`config.mk`:
```
export PLATFORM = sky130hd
export DESIGN_NAME = tkrob_mod_unit
export DESIGN_NICKNAME = d
export VERILOG_FILES = /design/src/hdl/token_reorder_buffer_top_macros.svh /design/src/hdl/tkrob_pkg.sv /design/src/hdl/tkrob_mod_unit.sv
export SDC_FILE = /design/constraint.sdc
export NUM_CORES = 1
export LEC_CHECK = 0
export BUFFER_PORTS_ARGS = -buffer_cell sky130_fd_sc_hd__buf_4
export CORE_ASPECT_RATIO = 1.75
export CORE_MARGIN = 5
export CORE_UTILIZATION = 44
export CTS_CLUSTER_DIAMETER = 150
export DETAILED_ROUTE_END_ITERATION = 16
export GPL_ROUTABILITY_DRIVEN = 0
export HOLD_SLACK_MARGIN = 0.1
export PLACE_DENSITY_LB_ADDON = 0.12
export RECOVER_POWER = 100
export SYNTH_ARGS = -nofsm -noshare
export SYNTH_HDL_FRONTEND = slang
export SYNTH_SLANG_ARGS = --single-unit
```
`constraint.sdc`:
```
create_clock -name i_clk -period 4.6 [get_ports i_clk]
set_clock_uncertainty 0.05 [all_clocks]
set_input_delay 0.92 -clock i_clk [delete_from_list [all_inputs] [get_ports i_clk]]
set_output_delay 0.92 -clock i_clk [all_outputs]
set_load 0.03 [all_outputs]
```
`src/hdl/token_reorder_buffer_top_macros.svh`:
```
// Assertion helpers for the reorder buffer RTL.
`ifndef TOKEN_REORDER_BUFFER_TOP_MACROS_SVH
`define TOKEN_REORDER_BUFFER_TOP_MACROS_SVH

`ifndef SYNTHESIS

`define TRB_ASSERT(label, clk, rst_n, prop) \
    label: assert property (@(posedge clk) disable iff (!rst_n) prop) \
        else $error("%m: check failed");

`define TRB_ASSERT_NEVER(label, clk, rst_n, cond) \
    label: assert property (@(posedge clk) disable iff (!rst_n) !(cond)) \
        else $error("%m: forbidden condition seen");

`else

`define TRB_ASSERT(label, clk, rst_n, prop)

`define TRB_ASSERT_NEVER(label, clk, rst_n, cond)

`endif

`endif

```
`src/hdl/tkrob_pkg.sv`:
```
`timescale 1ns / 1ps

package tkrob_pkg;

    localparam int OP_W        = 2;
    localparam int TOKEN_W     = 8;
    localparam int DATA_PORT_W = 64;
    localparam int DEST_W      = 16;
    localparam int CFG_W       = 9;

    localparam logic [CFG_W-1:0] CFG_RESET = 9'd256;

    localparam logic [OP_W-1:0] OP_ISSUE = 2'd0;
    localparam logic [OP_W-1:0] OP_REPLY = 2'd1;
    localparam logic [OP_W-1:0] OP_PULL  = 2'd2;

    localparam logic ST_OK   = 1'b0;
    localparam logic ST_FAIL = 1'b1;

    typedef struct packed {
        logic                   status;
        logic [TOKEN_W-1:0]     token;
        logic [DATA_PORT_W-1:0] data;
        logic [DEST_W-1:0]      dest;
    } t_rsp;

    typedef struct packed {
        logic full;
        logic empty;
    } t_q_status;

endpackage

```
`src/hdl/tkrob_mod_unit.sv`:
```
`timescale 1ns / 1ps

module tkrob_mod_unit import tkrob_pkg::*; #(
    parameter int unsigned SLOTS = 256
) (
    input  logic                         i_clk,
    input  logic                         i_rst_n,
    input  logic                         i_start,
    input  logic [$clog2(SLOTS)-1:0]     i_dividend,
    input  logic [$clog2(SLOTS+1)-1:0]   i_divisor,
    output logic                         o_busy,
    output logic                         o_done,
    output logic [$clog2(SLOTS)-1:0]     o_result
);

    localparam int AW   = $clog2(SLOTS);
    localparam int CW   = $clog2(SLOTS + 1);
    localparam int RW   = CW + 1;
    localparam int CNTW = $clog2(AW + 1);

    logic            r_busy;
    logic            r_done;
    logic [CNTW-1:0] r_cnt;
    logic [RW-1:0]   r_rem;
    logic [AW-1:0]   r_src;
    logic [CW-1:0]   r_div;
    logic [RW-1:0]   n_trial;
    logic [RW-1:0]   n_rem;

    always_comb begin
        n_trial = {r_rem[RW-2:0], r_src[AW-1]};
        if (n_trial >= RW'(r_div)) begin
            n_rem = n_trial - RW'(r_div);
        end else begin
            n_rem = n_trial;
        end
    end

    always_ff @(posedge i_clk) begin
        if (!i_rst_n) begin
            r_busy <= 1'b0;
            r_done <= 1'b0;
            r_cnt  <= '0;
        end else begin
            r_done <= 1'b0;
            if (i_start && !r_busy) begin
                r_busy <= 1'b1;
                r_cnt  <= CNTW'(AW);
            end else if (r_busy) begin
                r_cnt <= r_cnt - CNTW'(1);
                if (r_cnt == CNTW'(1)) begin
                    r_busy <= 1'b0;
                    r_done <= 1'b1;
                end
            end
        end
    end

    always_ff @(posedge i_clk) begin
        if (i_start && !r_busy) begin
            r_rem <= '0;
            r_src <= i_dividend;
            r_div <= i_divisor;
        end else if (r_busy) begin
            r_rem <= n_rem;
            r_src <= r_src << 1;
        end
    end

    assign o_busy   = r_busy;
    assign o_done   = r_done;
    assign o_result = AW'(r_rem);

endmodule

```
==> impl_metrics.py <==
metrics = {
    "status": {
        "outcome": "finished, final reports clean",
    },
    "cts": {
        "root_buffer": "clkbuf_8",
        "htree_num_levels": 2,
        "cts.sinks": 32,
        "clk_path_buf_depth": 2,
        "ctsHoldBuffers": 0,
        "post_cts_resize_count": 0,
        "path_clk_slew_ns": 0.07,
        "cts_tree": "done",
        "cts_setup_buffers": 0,
        "cts_made_buffers": 5,
        "clock_latency_ns": 0.28,
    },
    "die": {
        "ios": 30,
        "core_region_area_um2": 3904,
        "die_y_um": 94.24,
        "start_util_pct": 45.71,
        "die_area_um2": 5479,
        "die_w_um": 58.14,
        "core.rowCount": 30,
    },
    "synthesis": {
        "synth_top_cell_by_area": "edfxtp_1",
        "yosys_warnings": 0,
        "syn_avg_cell_area_um2": 10.37,
        "synth_flop_cell": "edfxtp_1",
        "synth-seq-cells": 32,
        "syn_nets": 204,
        "yosysSeqAreaShare_pct": 45.44,
        "async_flop_share_pct": 0,
        "netlist_instances": 172,
        "synth_top_area_share_pct": 28.61,
        "synth.distinct_cells": 44,
        "synth.cell_area_um2": 1784,
        "synthTopCellsByArea": "edfxtp_1 29%, dfxtp_1 17%, ha_1 7.7%, mux2_2 4.4%, buf_4 3.4%",
        "synth_edf_count": 17,
    },
    "placement": {
        "portBuffers": 29,
        "place_ws_ns": 1.787,
        "place_hpwl_um": 2850,
    },
    "routing": {
        "first_pass_iters": 4,
        "dr.first_iter.drc_count": 21,
        "ant_nets": 0,
        "via_per_inst": 5.374,
        "drt_wl_total_um": 3628,
        "vias": 1306,
        "wl_per_cell_um": 14.93,
        "drc_errors": 0,
    },
    "grt": {
        "grt_start_max_net_pins": 23,
        "track_usage_pct": 14.97,
        "grt_pass1_wl_um": 6216,
        "grt_pass1_vias": 1350,
        "antenna_found_initial": 0,
        "overflow": 0,
    },
    "final_layout": {
        "nFillCells": 378,
        "layout-drive-gt1-share_pct": 15.90,
        "final_util_pct": 51.31,
        "diodes": 0,
        "area_delta_synth_final_pct": 12.27,
        "fin_nets": 226,
    },
    "power": {
        "p_leak_nw": 0.8279,
        "peakVddDrop_uv": 318.2,
        "fin_total_pwr_mw": 1.091,
        "power.density_nw_per_um2": 544.8,
    },
    "worst_setup_path": {
        "cp.arrival_ns": 3.08,
        "critPathMaxFanout": 12,
        "crit_type": "flip-flop to flip-flop",
        "end_kind": "flip-flop",
        "cp.required_ns": 4.72,
        "start_kind": "flip-flop",
    },
    "timing": {
        "slew_headroom_pct": 38.93,
        "fmaxAchievable_mhz": 337.0,
        "rsz0062_at_grt": "no",
        "fin_crit_sh_pct": 64.50,
        "worstMarginPinSlew_ns": 0.9160,
        "setup_slack_ns": 1.633,
        "hold_viol": 0,
        "setup_tns_ns": 0,
        "drv_slew": 0,
        "final.min_clock_period_ns": 2.967,
        "setup_viol": 0,
    },
    "hold_path": {
        "hp-class": "flip-flop to flip-flop",
    },
    "job": {
        "maxCapViolations": 0,
    },
}
critical path: stages (launching register included):
cell and delay [ns]:
edfxtp_1 0.36, inv_1 0.08, ha_1 0.19, inv_1 0.07, fa_1 0.41, a211oi_1 0.34, o31ai_1 0.17, o2111a_1 0.39
or2_0 0.38, a311o_1 0.40
path summary, 6_finish.rpt:
kind                                from        to  slack [ns]  cells past startpoint
worst min-delay path            r_rem[4]  r_rem[4]        0.48                      2
worst max register to register  r_src[7]  r_rem[1]        1.63                      9
worst min register to register  r_rem[4]  r_rem[4]        0.48                      2
worst max-delay path            r_src[7]  r_rem[1]        1.63                      9
where the power goes:
part	internal, mW	switching [mW]	total [mW]
Combinational	0.181	0.293	0.473
Sequential	0.357	0.0537	0.411
Clock	0.106	0.101	0.207
cell families (layout without fill, tap and decap cells):
| kind of cell | after synthesis | after routing | share of synthesized area (%) |
|---|---|---|---|
| adder cells (fa/ha/maj) | 12 | 12 | 8.836 |
| flip-flops | 32 | 32 | 45.44 |
| multiplexers | 7 | 7 | 4.418 |
| AND/OR/NAND/NOR | 45 | 45 | 12.48 |
| buffers and inverters | 30 | 53 | 8.485 |
| AO/OA/AOI/OAI | 38 | 38 | 16.41 |
| XOR/XNOR | 8 | 8 | 3.927 |
per-stage QoR:
stage / instances / hold slack, ns / area, um^2
after global routing: 243 / 0.5328 / 2003
after CTS: 243 / 0.4970 / 2058
after floorplan: 172 / 0.4353 / 1784
after detailed placement: 235 / 0.4864 / 1974
final: 243 / 0.4840 / 2003
after global placement: 235 / 0.4825 / 1974
layout by cell type, fill, tap and decap left out, types with 2 or more instances in the layout:
cell      Yosys  routed
a21oi_1       5       5
nor3_1        4       4
dfxtp_1      15      15
nor2b_1       3       3
o21a_1        2       2
nand2_1      16      16
buf_4         8       9
clkbuf_1      5      13
and2_0        0       2
clkbuf_4      0       9
xor2_1        6       6
nor3b_1       4       4
o31ai_1       5       6
edfxtp_1     17      17
o21ai_0       3       3
clkbuf_8      0       5
nor2_1        8       8
a211o_1       2       2
o2111a_1      2       2
mux2_2        7       6
o21ai_1       2       2
xnor2_1       2       2
o211ai_1      4       4
a21o_1        2       2
o31a_1        2       2
ha_1         11      11
inv_1        15      15
cells in the mapped netlist (all sizes together), types with 5 or more instances:
| master | n |
|---|---|
| ha | 11 |
| o31ai | 6 |
| nor2 | 8 |
| mux2 | 7 |
| edfxtp | 17 |
| nand2 | 16 |
| a21oi | 5 |
| o21ai | 5 |
| clkbuf | 5 |
| inv | 15 |
| buf | 10 |
| dfxtp | 15 |
| xor2 | 6 |
state kept, by name, indices dropped and copies added (netlist names):
signal,count
r_rem,9
o_busy,1
r_cnt,4
r_src,8
o_done,1
r_div,9
routing by layer:
metal  up-vias  routed length [um]  GRT usage, %
met5         -                   0             0
met4         0                  98         7.350
met3         6                 204         4.814
met2        41                2010         27.08
met1       607                1315         14.83
li1        652                   -             -
area by class of cell:
| cell class | instances | area (um^2) | area share, % |
|---|---|---|---|
| clock inverters | 2 | 11.26 | 0.5621 |
| inverters | 15 | 56.30 | 2.811 |
| clock buffers | 6 | 72.57 | 3.623 |
| well taps | 48 | 60.06 | 2.998 |
| multi-input cells | 110 | 812.0 | 40.54 |
| flip-flops and latches | 32 | 810.8 | 40.47 |
| repair buffers | 30 | 180.2 | 8.994 |
(Power assumes the default switching activity.)
