File: src/hdl/token_reorder_buffer_top_macros.svh
// Assertion helpers for the reorder buffer RTL.
`ifndef TOKEN_REORDER_BUFFER_TOP_MACROS_SVH
`define TOKEN_REORDER_BUFFER_TOP_MACROS_SVH

`ifndef SYNTHESIS

`define TRB_ASSERT(label, clk, rst_n, prop) \
    label: assert property (@(posedge clk) disable iff (!rst_n) prop) \
        else $error("%m: check failed");

`define TRB_ASSERT_NEVER(label, clk, rst_n, cond) \
    label: assert property (@(posedge clk) disable iff (!rst_n) !(cond)) \
        else $error("%m: forbidden condition seen");

`else

`define TRB_ASSERT(label, clk, rst_n, prop)

`define TRB_ASSERT_NEVER(label, clk, rst_n, cond)

`endif

`endif

File: src/hdl/tkrob_pkg.sv
`timescale 1ns / 1ps

package tkrob_pkg;

    localparam int OP_W        = 2;
    localparam int TOKEN_W     = 8;
    localparam int DATA_PORT_W = 64;
    localparam int DEST_W      = 16;
    localparam int CFG_W       = 9;

    localparam logic [CFG_W-1:0] CFG_RESET = 9'd256;

    localparam logic [OP_W-1:0] OP_ISSUE = 2'd0;
    localparam logic [OP_W-1:0] OP_REPLY = 2'd1;
    localparam logic [OP_W-1:0] OP_PULL  = 2'd2;

    localparam logic ST_OK   = 1'b0;
    localparam logic ST_FAIL = 1'b1;

    typedef struct packed {
        logic                   status;
        logic [TOKEN_W-1:0]     token;
        logic [DATA_PORT_W-1:0] data;
        logic [DEST_W-1:0]      dest;
    } t_rsp;

    typedef struct packed {
        logic full;
        logic empty;
    } t_q_status;

endpackage

File: src/hdl/tkrob_out_queue.sv
`timescale 1ns / 1ps

module tkrob_out_queue import tkrob_pkg::*; (
    input  logic      i_clk,
    input  logic      i_rst_n,
    input  logic      i_push,
    input  t_rsp      i_rsp,
    input  logic      i_ready,
    output logic      o_valid,
    output t_rsp      o_rsp,
    output t_q_status o_stat
);

    t_rsp       r_q [2];
    logic       r_wr_ptr;
    logic       r_rd_ptr;
    logic [1:0] r_cnt;
    logic       n_pop;

    assign n_pop = o_valid && i_ready;

    always_ff @(posedge i_clk) begin
        if (!i_rst_n) begin
            r_wr_ptr <= 1'b0;
            r_rd_ptr <= 1'b0;
            r_cnt    <= '0;
        end else begin
            if (i_push) begin
                r_wr_ptr <= !r_wr_ptr;
            end
            if (n_pop) begin
                r_rd_ptr <= !r_rd_ptr;
            end
            if (i_push && !n_pop) begin
                r_cnt <= r_cnt + 2'd1;
            end else if (n_pop && !i_push) begin
                r_cnt <= r_cnt - 2'd1;
            end
        end
    end

    always_ff @(posedge i_clk) begin
        if (i_push) begin
            r_q[r_wr_ptr] <= i_rsp;
        end
    end

    assign o_valid      = (r_cnt != 2'd0);
    assign o_rsp        = r_q[r_rd_ptr];
    assign o_stat.full  = (r_cnt == 2'd2);
    assign o_stat.empty = (r_cnt == 2'd0);

endmodule
File: config.mk
export PLATFORM = sky130hd
export DESIGN_NAME = tkrob_out_queue
export DESIGN_NICKNAME = d
export VERILOG_FILES = /design/src/hdl/token_reorder_buffer_top_macros.svh /design/src/hdl/tkrob_pkg.sv /design/src/hdl/tkrob_out_queue.sv
export SDC_FILE = /design/constraint.sdc
export NUM_CORES = 1
export LEC_CHECK = 0
export ABC_AREA = 1
export BUFFER_PORTS_ARGS = -buffer_cell sky130_fd_sc_hd__buf_2
export CORE_AREA = 2 2 139 100
export DETAILED_ROUTE_END_ITERATION = 6
export DIE_AREA = 0 0 141 102
export PLACE_DENSITY_LB_ADDON = 0.2
export REMOVE_ABC_BUFFERS = 1
export SLEW_MARGIN = 20
export SYNTH_ARGS = -nofsm -noshare
export SYNTH_HDL_FRONTEND = slang
export SYNTH_SLANG_ARGS = --single-unit
export TNS_END_PERCENT = 30
File: constraint.sdc
create_clock -name i_clk -period 5.7 [get_ports i_clk]
set_input_delay 0.57 -clock i_clk [delete_from_list [all_inputs] [get_ports i_clk]]
set_output_delay 0.57 -clock i_clk [all_outputs]
set_load 0.05 [all_outputs]
==> out/summary.log <==
INFO  place          place.gp.congestion=0.778
INFO  place          i_o_buffers=184
INFO  finish         finalNonFillerCells=690
INFO  floorplanning  pin_count=185
INFO  power          share_clk_of_total_power=34.7%
INFO  global_routing number_of_antenna_violations_at_the_first_check_in_global_routing=1
INFO  drt            post_drt_wl_per_cell=17.5um
INFO  clock_network  postCtsResizedCells=0
INFO  drt            routed-via-count=3422
INFO  drt            detailedRoute.firstPassIterationCount=4
INFO  setup_path     path_max_fanout=50
INFO  clock_network  cts.sink_count=183
INFO  synth          syn_avg_cell_area=21.2squm
INFO  timing         timing_worst_slew_pin_value=0.862ns
INFO  timing         rsz_0062_raised_after_global_routing=false
INFO  floorplanning  die-height=102um
INFO  place          place_inst=658
INFO  drt            drc_errors=0
INFO  clock_network  post-cts-setup-buffer-count=0
INFO  global_routing first_global_vias=3536
INFO  timing         setup_violations=0
INFO  drt            drt-total-wl=12.1mm
INFO  global_routing globalRouteTotalUtil=16.9%
INFO  power          combPwrFrac=18.7%
INFO  floorplanning  placementRows=35
INFO  power          p_switching=0.979mW
INFO  clock_network  h-tree-depth=4
INFO  finish         finish.net_count=605
INFO  drt            drt_first_iter_violations=188
INFO  timing         slew-limit-headroom=42.5%
INFO  worst_hold_path worst_hold_path_type=input pin to flop
INFO  timing         finalCritPeriodShare=53.4%
INFO  finish         final_core_occ=64.5%
INFO  clock_network  clk_path_buf_depth=2
INFO  setup_path     worstPathCellList=buf_4, mux2_2, buf_2
INFO  floorplanning  design.die.area=14400squm
INFO  power          power.switching_fraction=28.6%
INFO  power          p_seq_share=46.6%
INFO  timing         report.final.hold_viol_count=0
INFO  setup_path     critical-path-max-stage-delay=0.70ns
INFO  floorplanning  start_util=51.5%
INFO  power          static-leakage-power=3.20nW
INFO  finish         antenna_cells_inserted=0
INFO  run_status     outcome=complete, no violations
INFO  setup_path     worst-path-buf-inv=2
INFO  drt            final_antenna_net_count=0
INFO  power          design_power_total=3.42mW
INFO  setup_path     critPathSlowestCell=sky130_fd_sc_hd__dfxtp_4
INFO  setup_path     cpLargestDelayFamily=buffers and inverters
INFO  synth          synthesis.area=6690squm
INFO  synth          synth-seq-area-share=81.4%
INFO  synth          synth.ff_latch_count=183
INFO  timing         setup_total_negative_slack=0ns
INFO  job            count_of_maximum_capacitance_violations=0
INFO  setup_path     data_arrival_at_the_endpoint_of_the_critical_path=2.47ns
INFO  finish         design_area=8390squm
INFO  timing         clock_skew=0.00849ns
INFO  finish         layout-drive-gt1-share=58.8%
INFO  clock_network  worst_skew_pair.late_latency=0.41ns
INFO  setup_path     kind_of_critical_path=flop to output pin
INFO  clock_network  cts_tree=built
INFO  timing         worst_hold_slack=0.342ns
INFO  setup_path     timing.critical_path.from_type=flop
INFO  power          cellPowerDensity=407nW/um^2
INFO  power          max-vdd-ir-drop=0.313mV
INFO  timing         max_freq=328MHz
INFO  clock_network  worst_setup_hold_path_clk_slew=0.07ns
INFO  floorplanning  die_w=141um
INFO  timing         timing_max_transition_violations_final=0
INFO  clock_network  clk_root_buffer_cell=sky130_fd_sc_hd__clkbuf_16
INFO  clock_network  tritoncts_buffer_count=17
INFO  global_routing globalRoute.totalOverflow=0
INFO  timing         post-route-worst-setup-slack=2.66ns
INFO  place          post_detail_place_hpwl=7.85mm
INFO  power          internal-power=2.44mW
INFO  setup_path     endpoint_kind=output pin
INFO  timing         final_min_period=3.04ns
INFO  global_routing grt_start_max_net_pins=90
INFO  drt            detail_route.vias_per_cell=4.96
INFO  synth          synth.distinct_cells=14
INFO  clock_network  postCtsHoldBufs=0
INFO  global_routing wire_length_of_the_first_global_routing_pass=18.1mm
INFO  place          placement_setup_slack=3.06ns
INFO  synth          yosys_warnings=0
INFO  floorplanning  core_area=13000squm
INFO  place          placed_area=7790squm
INFO  synth          syn_inst=315
INFO  setup_path     critical_path_required=5.13ns
INFO  finish         syn2layout_area_growth=25.4%
state kept, by name (all words and copies together), names as in the netlist, named ones only:
name      flops
r_cnt         2
r_rd_ptr      1
r_wr_ptr      1
r_q         178
power groups by stage:
stage	Combinational, mW	Clock (mW)	Sequential [mW]
final	0.639	1.19	1.59
after global routing	0.672	1.27	1.60
after CTS	0.646	1.21	1.60
after detailed placement	0.643	0	1.63
after global placement	0.635	0	1.62
after floorplan	0.485	0	1.63
layout make-up:
class | instances | area (sq um)
clock inverters | 13 | 168
well taps | 166 | 208
fillers | 902 | 4610
multi-input cells | 112 | 1150
repair buffers | 187 | 947
clock buffers | 19 | 433
inverters | 10 | 38.8
flip-flops and latches | 183 | 5450
logic make-up (layout without fill, tap and decap cells):
group,after synthesis,count (layout),share of synthesized area [%]
DFF,183,183,81.4
muxes,89,89,15.5
and+or+nand+nor,20,20,1.18
adders and majority gates,1,1,0.187
buffers and inverters,20,229,1.59
AOI/OAI and AO/OA,2,2,0.149
cells in the mapped netlist:
cell / instances / area (sq um)
sky130_fd_sc_hd__nand4_1: 1 / 6.26
sky130_fd_sc_hd__nor2_1: 10 / 37.5
sky130_fd_sc_hd__mux2_4: 10 / 150
sky130_fd_sc_hd__o21ai_0: 1 / 5.00
sky130_fd_sc_hd__dfxtp_1: 5 / 100
sky130_fd_sc_hd__mux2_2: 79 / 890
sky130_fd_sc_hd__nand3_1: 1 / 5.00
sky130_fd_sc_hd__buf_2: 7 / 35.0
sky130_fd_sc_hd__edfxtp_1: 178 / 5350
sky130_fd_sc_hd__a21oi_1: 1 / 5.00
sky130_fd_sc_hd__nand2_1: 8 / 30.0
sky130_fd_sc_hd__inv_1: 10 / 37.5
sky130_fd_sc_hd__ha_1: 1 / 12.5
sky130_fd_sc_hd__buf_6: 3 / 33.8
layer usage:
| metal | global-route usage [%] | vias up | wire [um] |
|---|---|---|---|
| li1 | - | 1617 | - |
| met1 | 21.4 | 1667 | 5350 |
| met2 | 27.5 | 130 | 5720 |
| met3 | 7.45 | 8 | 966 |
| met4 | 4.00 | 0 | 72 |
| met5 | 0 | - | 0 |
worst register-to-register path: stages, from the launching register on:
cell                       delay (ns)
sky130_fd_sc_hd__dfxtp_1         0.39
sky130_fd_sc_hd__nand2_1         0.11
sky130_fd_sc_hd__clkinv_2        0.56
sky130_fd_sc_hd__buf_4           0.65
placed cells by master, fill, tap and decap left out:
| master | Yosys | final |
|---|---|---|
| sky130_fd_sc_hd__edfxtp_1 | 178 | 178 |
| sky130_fd_sc_hd__inv_6 | 0 | 3 |
| sky130_fd_sc_hd__mux2_4 | 10 | 10 |
| sky130_fd_sc_hd__ha_1 | 1 | 1 |
| sky130_fd_sc_hd__mux2_2 | 79 | 79 |
| sky130_fd_sc_hd__clkinv_4 | 0 | 1 |
| sky130_fd_sc_hd__nor2_4 | 0 | 1 |
| sky130_fd_sc_hd__clkinvlp_4 | 0 | 3 |
| sky130_fd_sc_hd__o21ai_0 | 1 | 1 |
| sky130_fd_sc_hd__a21oi_1 | 1 | 1 |
| sky130_fd_sc_hd__buf_6 | 3 | 1 |
| sky130_fd_sc_hd__clkbuf_16 | 0 | 17 |
| sky130_fd_sc_hd__bufinv_16 | 0 | 3 |
| sky130_fd_sc_hd__clkinv_1 | 0 | 1 |
| sky130_fd_sc_hd__clkbuf_1 | 0 | 2 |
| sky130_fd_sc_hd__inv_1 | 10 | 9 |
| sky130_fd_sc_hd__inv_8 | 0 | 1 |
| sky130_fd_sc_hd__clkinv_2 | 0 | 2 |
| sky130_fd_sc_hd__buf_2 | 7 | 184 |
| sky130_fd_sc_hd__dfxtp_4 | 0 | 1 |
| sky130_fd_sc_hd__nand2_1 | 8 | 8 |
| sky130_fd_sc_hd__nand4_1 | 1 | 1 |
| sky130_fd_sc_hd__buf_4 | 0 | 2 |
| sky130_fd_sc_hd__nand3_1 | 1 | 1 |
| sky130_fd_sc_hd__dfxtp_1 | 5 | 4 |
| sky130_fd_sc_hd__nor2_1 | 10 | 9 |
worst paths after layout:
kind | from | to | slack [ns] | cells after the start
worst min register to register | r_rd_ptr | r_rd_ptr | 0.53 | 2
worst min-delay path | i_rsp[65] | r_q[1][65] | 0.34 | 1
worst max-delay path | flop | o_rsp[14] | 2.66 | 3
worst max register to register | r_wr_ptr | r_q[1][2] | 3.60 | 3
(Power assumes the default switching activity.)
